`src/hdl/msmd_pkg.sv`:
```
package msmd_pkg;

   localparam int RawWidth   = 12;
   localparam int ThrWidth   = 12;
   localparam int ScaleWidth = 16;
   localparam int MoveWidth  = 5;
   localparam int FracBits   = 8;
   localparam int ProdWidth  = RawWidth + ScaleWidth;

   localparam logic [3:0] MoveLimit = 4'd10;

   localparam logic [1:0] RegThreshold  = 2'd0;
   localparam logic [1:0] RegHysteresis = 2'd1;
   localparam logic [1:0] RegScale      = 2'd2;
   localparam logic [1:0] RegSleep      = 2'd3;

   localparam logic [ThrWidth-1:0]   ThresholdReset  = 12'd15;
   localparam logic [ThrWidth-1:0]   HysteresisReset = 12'd10;
   localparam logic [ScaleWidth-1:0] ScaleReset      = 16'd256;

   typedef struct packed {
      logic [ThrWidth-1:0]   threshold;
      logic [ThrWidth-1:0]   hysteresis;
      logic [ScaleWidth-1:0] scale_q8;
   } msmd_axis_cfg_type;

endpackage

```
`src/hdl/msmd_axis.sv`:
```
module msmd_axis import msmd_pkg::*; (
   input  logic                  clock,
   input  logic                  reset,
   input  logic                  update,
   input  logic [RawWidth-1:0]   raw,
   input  msmd_axis_cfg_type     cfg,
   output logic [MoveWidth-1:0]  move
);

   logic                         active_ff;
   logic                         active_in;
   logic                         neg;
   logic [RawWidth-1:0]          mag;
   logic signed [RawWidth:0]     low_mark;
   logic [ProdWidth-1:0]         prod;
   logic [ProdWidth-FracBits-1:0] amt;
   logic [3:0]                   lim;

   always_comb begin
      neg      = raw[RawWidth-1];
      mag      = neg ? RawWidth'(~raw + RawWidth'(1)) : raw;
      low_mark = $signed({1'b0, cfg.threshold}) - $signed({1'b0, cfg.hysteresis});

      active_in = active_ff;
      if (!active_ff && (mag > cfg.threshold)) begin
         active_in = 1'b1;
      end else if (active_ff && ($signed({1'b0, mag}) < low_mark)) begin
         active_in = 1'b0;
      end

      prod = {{ScaleWidth{1'b0}}, mag} * {{RawWidth{1'b0}}, cfg.scale_q8};
      amt  = prod[ProdWidth-1:FracBits];
      lim  = (amt > (ProdWidth-FracBits)'(MoveLimit)) ? MoveLimit : amt[3:0];

      if (!active_in) begin
         move = '0;
      end else if (neg) begin
         move = MoveWidth'(~{1'b0, lim} + MoveWidth'(1));
      end else begin
         move = {1'b0, lim};
      end
   end

   always_ff @(posedge clock) begin
      if (reset) begin
         active_ff <= 1'b0;
      end else if (update) begin
         active_ff <= active_in;
      end
   end

endmodule

```
`src/hdl/magnetic_stick_to_mouse_delta_unit.sv`:
```
// An accepted input beat waits in the input register and its result beat, if
// any, in the result register; each holds one item. One input beat is taken
// per cycle unless a result stalls; an empty input register takes one anyway.
// Reset (synchronous, active high) clears both activity flags, empties the
// pipeline and restores the register defaults.
module magnetic_stick_to_mouse_delta_unit import msmd_pkg::*; (
   input  logic        clock,
   input  logic        reset,
   input  logic        req_tvalid,
   output logic        req_tready,
   input  logic [23:0] req_tdata,   // x_high[7:0], y_high[15:8], xy_low[23:16]
   output logic        rsp_tvalid,
   input  logic        rsp_tready,
   output logic [15:0] rsp_tdata,   // move_x[4:0], move_y[9:5], zero[15:10]
   input  logic        csr_psel,
   input  logic        csr_penable,
   input  logic        csr_pwrite,
   input  logic [3:0]  csr_paddr,
   input  logic [31:0] csr_pwdata,
   output logic [31:0] csr_prdata,
   output logic        csr_pready
);

   logic [ThrWidth-1:0]    threshold_ff;
   logic [ThrWidth-1:0]    hysteresis_ff;
   logic [ScaleWidth-1:0]  scale_ff;
   logic                   sleep_ff;
   logic                   cfg_write;
   logic [1:0]             cfg_index;
   msmd_axis_cfg_type      axis_cfg;

   logic                   s1_valid_ff;
   logic                   s1_valid_in;
   logic [23:0]            s1_data_ff;
   logic                   rsp_valid_ff;
   logic                   rsp_valid_in;
   logic [2*MoveWidth-1:0] rsp_data_ff;

   logic                   out_free;
   logic                   advance;
   logic                   update;
   logic                   emit;
   logic [RawWidth-1:0]    x_raw;
   logic [RawWidth-1:0]    y_raw;
   logic [MoveWidth-1:0]   move_x;
   logic [MoveWidth-1:0]   move_y;

   assign csr_pready = 1'b1;
   assign cfg_write  = csr_psel && csr_penable && csr_pwrite;
   assign cfg_index  = csr_paddr[3:2];

   always_ff @(posedge clock) begin
      if (reset) begin
         threshold_ff  <= ThresholdReset;
         hysteresis_ff <= HysteresisReset;
         scale_ff      <= ScaleReset;
         sleep_ff      <= 1'b0;
      end else if (cfg_write) begin
         case (cfg_index)
            RegThreshold:  threshold_ff  <= csr_pwdata[ThrWidth-1:0];
            RegHysteresis: hysteresis_ff <= csr_pwdata[ThrWidth-1:0];
            RegScale:      scale_ff      <= csr_pwdata[ScaleWidth-1:0];
            RegSleep:      sleep_ff      <= csr_pwdata[0];
            default:       sleep_ff      <= sleep_ff;
         endcase
      end
   end

   always_comb begin
      case (cfg_index)
         RegThreshold:  csr_prdata = {20'd0, threshold_ff};
         RegHysteresis: csr_prdata = {20'd0, hysteresis_ff};
         RegScale:      csr_prdata = {16'd0, scale_ff};
         RegSleep:      csr_prdata = {31'd0, sleep_ff};
         default:       csr_prdata = '0;
      endcase
   end

   assign axis_cfg.threshold  = threshold_ff;
   assign axis_cfg.hysteresis = hysteresis_ff;
   assign axis_cfg.scale_q8   = scale_ff;

   assign out_free   = !rsp_valid_ff || rsp_tready;
   assign advance    = s1_valid_ff && out_free;
   assign update     = advance && !sleep_ff;
   assign req_tready = !s1_valid_ff || out_free;

   assign x_raw = {s1_data_ff[7:0], s1_data_ff[23:20]};
   assign y_raw = {s1_data_ff[15:8], s1_data_ff[19:16]};

   msmd_axis u_axis_x (
      .clock  (clock),
      .reset  (reset),
      .update (update),
      .raw    (x_raw),
      .cfg    (axis_cfg),
      .move   (move_x)
   );

   msmd_axis u_axis_y (
      .clock  (clock),
      .reset  (reset),
      .update (update),
      .raw    (y_raw),
      .cfg    (axis_cfg),
      .move   (move_y)
   );

   assign emit = update && ((move_x != '0) || (move_y != '0));

   always_comb begin
      if (req_tvalid && req_tready) begin
         s1_valid_in = 1'b1;
      end else if (advance) begin
         s1_valid_in = 1'b0;
      end else begin
         s1_valid_in = s1_valid_ff;
      end
      rsp_valid_in = emit || (rsp_valid_ff && !rsp_tready);
   end

   always_ff @(posedge clock) begin
      if (reset) begin
         s1_valid_ff  <= 1'b0;
         rsp_valid_ff <= 1'b0;
      end else begin
         s1_valid_ff  <= s1_valid_in;
         rsp_valid_ff <= rsp_valid_in;
      end
   end

   always_ff @(posedge clock) begin
      if (req_tvalid && req_tready) begin
         s1_data_ff <= req_tdata;
      end
      if (emit) begin
         rsp_data_ff <= {move_y, move_x};
      end
   end

   assign rsp_tvalid = rsp_valid_ff;
   assign rsp_tdata  = {6'd0, rsp_data_ff};

endmodule

```
`config.mk`:
```
export PLATFORM = sky130hd
export DESIGN_NAME = magnetic_stick_to_mouse_delta_unit
export DESIGN_NICKNAME = d
export VERILOG_FILES = /design/src/hdl/msmd_pkg.sv /design/src/hdl/msmd_axis.sv /design/src/hdl/magnetic_stick_to_mouse_delta_unit.sv
export SDC_FILE = /design/constraint.sdc
export NUM_CORES = 1
export LEC_CHECK = 0
export BUFFER_PORTS_ARGS = -buffer_cell sky130_fd_sc_hd__buf_2
export CELL_PAD_IN_SITES_DETAIL_PLACEMENT = 0
export CELL_PAD_IN_SITES_GLOBAL_PLACEMENT = 1
export CORE_UTILIZATION = 45
export DETAILED_ROUTE_END_ITERATION = 8
export GPL_TIMING_DRIVEN = 0
export PLACE_DENSITY = 0.85
export SYNTH_ARGS = -nofsm -noshare
export SYNTH_HDL_FRONTEND = slang
export SYNTH_SLANG_ARGS = --single-unit
export TNS_END_PERCENT = 20
```
`constraint.sdc`:
```
create_clock -name clock -period 19.3 [get_ports clock]
set_input_delay 1.93 -clock clock [delete_from_list [all_inputs] [get_ports clock]]
set_output_delay 1.93 -clock clock [all_outputs]
set_load 0.05 [all_outputs]
```
# Word-level counts from Yosys, hierarchy flattened
# Index checks and enable logic that the tools add are counted.
word_totals:
  wordCells: 74
  input_bits: 67
  output_inout_bits: 51
  register_bits: 79
op_classes:
  add_sub_neg: 5
  n_mul: 2
  n_lt_le_gt_ge: 6
  reduce_logical: 29
  eq_ne: 3
  n_bitwise: 4
  n_mux: 15
ops:
  columns: ["op", "n"]
  rows:
  - ["$pmux 32 s4", 1]
  - ["$mul 12x16->28", 2]
  - ["$gt 20x4->1 const B", 2]
  - ["$lt 13x13->1", 2]
  - ["$add 12x1->12 const B", 2]
  - ["$gt 12x12->1", 2]
  - ["$mux 12", 2]
  - ["$not 12->12", 2]
  - ["$mux 5", 4]
  - ["$sub 12x12->13", 1]
  - ["$logic_and 1x1->1", 11]
  - ["$add 5x1->5 const B", 2]
  - ["$not 4->5", 2]
  - ["$reduce_bool 5->1", 2]
  - ["$mux 4", 2]
  - ["$reduce_and 2->1", 4]
  - ["$logic_not 1->1", 6]
  - ["$mux 1", 6]
  - ["$eq 2x2->1 const B", 2]
  - ["$logic_or 1x1->1", 4]
  - ["$eq 2x1->1 const B", 1]
  - ["$logic_not 2->1", 1]
  - ["$reduce_bool 2->1", 1]

# Depth between registers and ports, before layout
# Gate-level depths: netlist of run 1.
depth:
  ltp_word: 14
  depth_mapped: 37

# Hierarchy
# From an unflattened synthesis of run 1, not the netlist that was laid out.
unflattened:
  hier_cells: 2193
  hier_area_um2: 18697.9
by_module_without_submodules:
  columns: ["mod", "cells_per_inst", "area_per_inst_um2", "seq_area_each_um2", "instances"]
  rows:
  - ["msmd_axis at u_axis_y", 968, 7806.2, 20.0, 1]
  - ["msmd_axis at u_axis_x", 942, 7646.1, 20.0, 1]
  - ["magnetic_stick_to_mouse_delta_unit", 283, 3245.6, 1881.8, 1]

# Worst setup path after synthesis of run 1
# Ideal clock, no wire load.
synth_timing:
  path_type: "flip-flop to flip-flop"
  start: "reg s1_data_ff[20]"
  end: "reg rsp_data_ff[0], enable pin"
  slack_ns: 10.308
  period_less_slack_ns: 8.992
  path_stages_with_launch: 37
  required_ns: 18.920
  setup_ns: 0.380
  arrival_time_ns: 8.612
  cell_sequence: "edfxtp_1 > clkbuf_1 > buf_1 > inv_1 > ha_1 > nand2b_1 > nand2b_1 > o21ai_0 > xnor2_1 > clkbuf_1 > nand2_1 > fa_1 > inv_1 > fa_1 > inv_1 > fa_1 > inv_1 > fa_1 > inv_1 > fa_1 > inv_1 > ha_1 > clkbuf_1 > and2_1 > nand3_1 > nor2_1 > a2111oi_0 > and3_1 > o21ai_0 > or4_1 > and4bb_2 > nand2_1 > ha_1 > o21ai_0 > nand4_1 > a2bb2oi_1 > a21boi_1"
synth_via:
  elab_chain_len: 13
  word_cells_on_any_way: 19
  classes_between: "add/sub (2); mul (1); order compare (3); mux (6); bitwise (2); reduce/logical (5)"
synth_lines:
  columns: ["element", "line_no", "rtl"]
  rows:
  - ["start: declaration", "magnetic_stick_to_mouse_delta_unit.sv:34", "logic [23:0] s1_data_ff;"]
  - ["start signal: assignment", "magnetic_stick_to_mouse_delta_unit.sv:134", "s1_data_ff <= req_tdata;"]
  - ["$not 12->12", "msmd_axis.sv:21", "mag = neg ? RawWidth'(~raw + RawWidth'(1)) : raw;"]
  - ["$add 12x1->12", "msmd_axis.sv:21", null]
  - ["$mux 12 *", "msmd_axis.sv:21", null]
  - ["$mul 12x16->28", "msmd_axis.sv:31", "prod = {{ScaleWidth{1'b0}}, mag} * {{RawWidth{1'b0}}, cfg.scale_q8};"]
  - ["$gt 20x4->1", "msmd_axis.sv:33", "lim = (amt > (ProdWidth-FracBits)'(MoveLimit)) ? MoveLimit : amt[3:0];"]
  - ["$mux 4", "msmd_axis.sv:33", null]
  - ["$not 4->5", "msmd_axis.sv:38", "move = MoveWidth'(~{1'b0, lim} + MoveWidth'(1));"]
  - ["$add 5x1->5", "msmd_axis.sv:38", null]
  - ["$mux 5", "msmd_axis.sv:37", "end else if (neg) begin"]
  - ["$mux 5 *", "msmd_axis.sv:35", "if (!active_in) begin"]
  - ["$reduce_bool 5->1 *", "magnetic_stick_to_mouse_delta_unit.sv:109", "assign emit = update && ((move_x != '0) || (move_y != '0));"]
  - ["$logic_or 1x1->1 *", "magnetic_stick_to_mouse_delta_unit.sv:109", null]
  - ["$logic_and 1x1->1 *", "magnetic_stick_to_mouse_delta_unit.sv:109", null]
  - ["net emit", "magnetic_stick_to_mouse_delta_unit.sv:42", "logic emit;"]
  - ["end signal: assignment", "magnetic_stick_to_mouse_delta_unit.sv:137", "rsp_data_ff <= {move_y, move_x};"]
  - ["end: declaration", "magnetic_stick_to_mouse_delta_unit.sv:37", "logic [2*MoveWidth-1:0] rsp_data_ff;"]
# The timed path passes the listed nets; every way through them passes the cells marked *.
# A chain may end at the register's enable or synchronous reset.

# Final worst setup path of run 1
layout_timing:
  start: "reg s1_data_ff[20]"
  end: "reg rsp_data_ff[2], enable pin"
# Same word-level chain as after synthesis.

==> results of run 1 <==
## metrics by stage
step	hold slack, ns	std cells	util (%)
after floorplan	0.4496	2203	-
after CTS	0.4852	2818	49.17
after global routing	0.5038	2818	49.20
after detailed placement	0.4745	2802	48.33
after global placement	0.4661	2802	48.33
final	0.4887	2818	49.20
## flip-flops by register name (all words and copies together), names as in the netlist
name                count
rsp_tvalid              1
s1_valid_ff             1
scale_ff               16
hysteresis_ff          12
threshold_ff           12
u_axis_y.active_ff      1
sleep_ff                1
s1_data_ff             24
u_axis_x.active_ff      1
rsp_data_ff            10
## routing by layer
| layer | part of all wire, % | vias to the layer above |
|---|---|---|
| met5 | 0 | - |
| met4 | 2.9 | 0 |
| met3 | 8.4 | 100 |
| met2 | 46 | 606 |
| met1 | 43 | 7552 |
| li1 | - | 7095 |
## final cells by class
class | count | share of cell area (%)
multi-input cells | 1603 | 72.76
flip-flops and latches | 79 | 9.832
inverters | 394 | 7.566
well taps | 525 | 3.360
plain buffers | 127 | 2.887
repair buffers | 74 | 1.895
clock buffers | 10 | 1.280
clock inverters | 6 | 0.4225
## critical path: cells and delay by family (launching register included)
family	cells	cell delay, ns
adders and majority gates	8	3.43
buffers and inverters	8	2.19
xor gates and xnor gates	1	0.77
and+or+nand+nor	9	2.08
DFF	1	0.32
AOI/OAI and AO/OA	8	2.45
## logic make-up (layout without fill, tap and decap cells)
kind of cell	Yosys count	in the layout	synth area share [%]
adders and majority gates	465	465	43.72
other	2	23	0.04150
muxes	24	24	1.445
and+or+nand+nor	720	720	18.87
DFF	79	79	10.62
xor gates and xnor gates	53	53	2.565
AOI/OAI and AO/OA	318	318	11.45
buffers and inverters	521	611	11.29
## power by group through the flow
stage | clock network [mW] | registers, mW | logic (mW)
finish | 0.196 | 0.188 | 0.328
global placement | 0 | 0.192 | 0.318
detailed placement | 0 | 0.192 | 0.322
global route | 0.203 | 0.189 | 0.367
floorplan | 0 | 0.196 | 0.224
CTS | 0.197 | 0.188 | 0.325
## worst max path at each step
stage	from	slack, ns	endpoint
after floorplan	s1_data_ff[20]	10.31	rsp_data_ff[0]
after global placement	s1_data_ff[20]	7.48	rsp_data_ff[0]
after detailed placement	s1_data_ff[20]	7.47	rsp_data_ff[3]
after CTS	s1_data_ff[20]	7.46	rsp_data_ff[2]
after global routing	s1_data_ff[20]	7.05	rsp_data_ff[2]
final	s1_data_ff[20]	7.66	rsp_data_ff[2]
## cell usage in the layout, fill, tap and decap left out, drive strengths merged, types with 11 or more instances in the layout
cell type | Yosys | layout
nand2 | 399 | 399
inv | 394 | 397
fa | 279 | 279
ha | 186 | 186
and2 | 139 | 139
clkbuf | 101 | 111
buf | 26 | 100
a21oi | 99 | 99
o21ai | 65 | 65
dfxtp | 45 | 45
nor2 | 44 | 44
xnor2 | 42 | 42
edfxtp | 34 | 34
a21o | 26 | 26
conb | 2 | 23
nand3 | 22 | 22
mux2i | 22 | 22
nand4 | 19 | 19
nor2b | 15 | 15
nand2b | 15 | 15
nor3 | 14 | 14
o21a | 14 | 14
o211ai | 13 | 13
a211o | 12 | 12
a31oi | 12 | 12
xor2 | 11 | 11
and3 | 11 | 11
==> out/results.ini, run 1 <==
[status]
run_status=finished clean

[flow_run]
timing.max_cap.violations=0

[sta]
rsz0062_at_grt=no
maxSlewViolCount=0
finalSetupViolCount=0
worst_pin_slew_ns=1.269
fin_tns_setup_ns=0
worst_slack_ns=7.663
period_share_pct=60.30
finalCriticalPeriod_ns=11.64
hold_violations=0
slew_headroom_pct=14.23
fin_skew_ns=0.01646
fmax_ghz=0.08593

[detailed_routing]
routed_wl_mm=53.02
remaining_drc_errors=0
avgViaCountPerCell=5.448
antenna_left=0
first_pass_iters=7
drt-initial-drc-count=1073
drt-wirelength-per-cell_um=18.82
num_vias=15353

[layout]
syn_to_final_growth_pct=8.013
drive_gt1_share_pct=5.975
num-fill-cells=3895
nNetsFinal=2820
multi_input_area_sq_um=14220
regArea_sq_um=1922
design_area_sq_um=19550
antenna_cells=0

[yosys]
synth_area_sq_um=18100
synth_area_leader_cell=fa_1
ys.flop_type=dfxtp_1
synth_most_common_cell=nand2_1
syn_avg_cell_area_sq_um=8.294
async_reset_ff_share_pct=0
synth_top_area_share_pct=30.86
synth_common_cells=399 x nand2_1, 394 x inv_1, 279 x fa_1
synthCells=2182
yosysSeqAreaShare_pct=10.62
synth_edf_count=34
synth.yosys.warnings=0
yosys-top-cells-area=fa_1 31%, ha_1 13%, nand2_1 8.3%
yosys.cell_types.count=82
ys_seq_elements=79

[critical_path]
critical_path_class=register to register
crit_fanout=11
cpMaxStageDelayCell=a21boi_2
crit_path_start_kind=register
r2r_setup_slack_ns=7.66
r2r-end=rsp_data_ff[2]
cp_common_cell=fa_1
critPathMaxStageDelay_ns=0.78
cp_data_arrival_time_ns=11.63
reg2reg_depth=34
end_kind=register
reg2reg_from=s1_data_ff[20]
required_ns=19.30

[min_path]
hp-class=register to register
hold_start=hysteresis_ff[8]
hold_path_end=hysteresis_ff[8]
min_path_cells=2

[power]
p_per_area_nw_per_um2=36.40
p_sw_mw=0.3113
total_power_mw=0.7115
irDropWorstVdd_mv=0.04321
clkPwrFrac_pct=27.5
seq_power_share_pct=26.5
p_leak_nw=9.574
p_int_mw=0.4001
swShare_pct=43.76
p_comb_share_pct=46.0

[floorplan]
die_w_um=202.5
die_y_um=202.5
ios=118
start_util_pct=45.55
num_rows=73
dieArea_sq_um=41020
core-area_sq_um=39730

[clock_tree]
cts.reportedPaths.clkPinSlew_ns=0.07
cts_buffer_depth=2
cts_resized=0
numCtsBuffers=9
cts_setup_buffers=0
cts_sinks=79
postCtsHoldBufs=0
tritoncts=built
clk-insertion-delay-late_ns=0.37
h-tree-depth=3
clockRootBuffer=clkbuf_16

[global_routing]
use_met3_pct=5.698
antenna_found_initial=1
grt_use_met1_pct=36.07
grt_util_all_layers_pct=26.84
grt_pass1_wl_mm=85.15
grt_max_degree=25
grt_overflow_total=0
grt_pass1_vias=15688
gr-usage-met2_pct=43.65
busiest_layer=met2

[place]
dp.final_hpwl_mm=43.62
preCtsSetupSlack_ns=7.469
portBuffers=74
gp_congestion=0.9635
dpl_cell_area_sq_um=19200

Note: power is estimated with default switching activity, not from simulation.
==> inputs of run 2 (changes only) <==
==> constraint.sdc (replaced) <==
create_clock -name clock -period 11.1 [get_ports clock]
set_input_delay 1.11 -clock clock [delete_from_list [all_inputs] [get_ports clock]]
set_output_delay 1.11 -clock clock [all_outputs]
set_load 0.05 [all_outputs]
==> out/results.ini, run 2 (synthesized netlist as in run 1, its figures left out) <==
[power]
p_sw_mw=0.5459  ; +75%
p_per_area_nw_per_um2=63.35  ; +74%
irDropWorstVdd_mv=0.07426  ; +72%
p_comb_share_pct=46.3  ; +0.3 points
seq_power_share_pct=26.4  ; about the same
p_leak_nw=9.644  ; +0.73%
swShare_pct=43.83  ; +0.073 points
clkPwrFrac_pct=27.4  ; about the same
p_int_mw=0.6995  ; +75%
total_power_mw=1.245  ; +75%

[sta]
fin_skew_ns=0.01751  ; +0.001043 ns
finalSetupViolCount=0  ; unchanged
slew_headroom_pct=26.36  ; +12 points
rsz0062_at_grt=no
hold_violations=0  ; unchanged
maxSlewViolCount=0  ; unchanged
worst_pin_slew_ns=1.097  ; -0.1718 ns
fmax_ghz=0.09461  ; +10%
finalCriticalPeriod_ns=10.57  ; -1.067 ns
period_share_pct=95.23  ; +35 points

[global_routing]
grt_pass1_wl_mm=85.22  ; about the same
grt_pass1_vias=15706  ; +0.11%
grt_overflow_total=0  ; unchanged
gr-usage-met2_pct=43.74  ; +0.086 points
use_met3_pct=5.843  ; +0.14 points
antenna_found_initial=0  ; -1
grt_use_met1_pct=35.98  ; -0.093 points
grt_util_all_layers_pct=26.86  ; about the same
busiest_layer=met2
grt_max_degree=25  ; unchanged

[detailed_routing]
avgViaCountPerCell=5.455  ; +0.12%
antenna_left=0  ; unchanged
routed_wl_mm=53.20  ; +0.32%
num_vias=15399  ; +0.30%
remaining_drc_errors=0  ; unchanged
drt-wirelength-per-cell_um=18.84  ; +0.15%
first_pass_iters=7  ; unchanged
drt-initial-drc-count=1003  ; -6.5%

[clock_tree]
clk-insertion-delay-late_ns=0.36  ; about the same
cts.reportedPaths.clkPinSlew_ns=0.08  ; about the same
clockRootBuffer=clkbuf_16
numCtsBuffers=9  ; unchanged
cts_sinks=79  ; unchanged
postCtsHoldBufs=0  ; unchanged
h-tree-depth=3  ; unchanged
cts_buffer_depth=2  ; unchanged
tritoncts=built

[place]
gp_congestion=0.9635  ; unchanged
dpl_cell_area_sq_um=19200  ; unchanged
dp_cells=2802  ; unchanged
portBuffers=74  ; unchanged
dp.final_hpwl_mm=43.62  ; unchanged

[layout]
largest_reg_flops=24  ; unchanged
syn_to_final_growth_pct=8.635
design_area_sq_um=19660  ; +0.58%
drive_gt1_share_pct=6.704  ; +0.73 points
top_register=s1_data_ff
final_common_cell=nand2_1
mostFrequentLayoutCells=399 x nand2_1, 394 x inv_1, 279 x fa_1
instances_no_fill=2823  ; +0.18%
reg.largest.list=s1_data_ff x24, scale_ff x16
nNetsFinal=2824  ; +0.14%

[status]
run_status=finished clean

[floorplan]
num_rows=73  ; unchanged
start_util_pct=45.55  ; unchanged
ios=118  ; unchanged
core-area_sq_um=39730  ; unchanged
dieArea_sq_um=41020  ; unchanged
die_y_um=202.5  ; unchanged
die_w_um=202.5  ; unchanged

[critical_path]
end_kind=register
crit_path_start_kind=register
required_ns=11.17  ; -8.13 ns
cp_common_cell=fa_1
critical_path_class=register to register
critPathMaxStageDelay_ns=0.77  ; about the same
crit_fanout=11  ; unchanged
cp_data_arrival_time_ns=10.64  ; -0.99 ns
cpMaxStageDelayCell=xnor2_1

[flow_run]
timing.max_cap.violations=0  ; unchanged

[min_path]
hp-class=register to register

run 2: cell types whose count changed in the layout (fill, tap and decap cells not counted), moves of 3 or more:
cell / delta
xnor2_1: -6
xnor2_2: +6
buf_4: +5
clkbuf_2: +3
clkbuf_1: -4
run 2: metrics by stage:
stage	setup TNS, ns	hold WS, ns	util, %	worst slack [ns]
after global placement	-7.127	0.4661	48.33	-0.7158
after detailed placement	-7.274	0.4745	48.33	-0.7306
after CTS	0	0.4852	49.24	0.02464
after floorplan	0	0.4496	-	2.108
final	0	0.4841	49.48	0.5298
after global routing	0	0.5038	49.48	0.01125
run 2: what timing repair did:
| action | CTS | global route |
|---|---|---|
| endpoints found under the setup margin | 10 | 11 |
| resized for setup | 5 | 12 |
| setup buffers | 0 | 5 |
| hold endpoints to repair | 0 | 0 |
run 2: path summary, 6_finish.rpt:
check / from / to / slack [ns] / cells after the start
worst max-delay path: s1_data_ff[16] / rsp_data_ff[2] / 0.53 / 33
worst min-delay path: hysteresis_ff[8] / hysteresis_ff[8] / 0.48 / 2
worst max register to register: s1_data_ff[16] / rsp_data_ff[2] / 0.53 / 33
worst min register to register: hysteresis_ff[8] / hysteresis_ff[8] / 0.48 / 2
run 2: area by class of cell:
cell class              instances  area (sq um)
diodes                          1         2.502
repair buffers                 79         407.9
inverters                     394          1479
well taps                     525         656.9
clock inverters                 6         82.58
flip-flops and latches         79          1922
plain buffers                 126         564.3
multi-input cells            1603         14300
clock buffers                  10         250.2
fillers                      3874         20070
run 2: power by group through the flow:
stage | combinational [mW] | clock, mW | sequential [mW]
2_1_floorplan | 0.389 | 0 | 0.341
3_3_place_gp | 0.553 | 0 | 0.333
3_5_place_dp | 0.560 | 0 | 0.334
4_1_cts | 0.567 | 0.343 | 0.327
5_1_grt | 0.644 | 0.354 | 0.330
6_report | 0.576 | 0.341 | 0.329
run 2: critical path, delay by kind of cell (launching register included):
kind                       cells  cell delay [ns]
AOI/OAI and AO/OA              7             1.84
xor gates and xnor gates       2             0.92
adders and majority gates      8             3.27
buffers and inverters          7             1.86
DFF                            1             0.32
and+or+nand+nor                9             2.04
run 2: metal layers:
layer  vias up  wire length, um
met5         -                0
met4         0             1281
met3        90             4405
met2       562            24620
met1      7645            22890
li1       7102                -
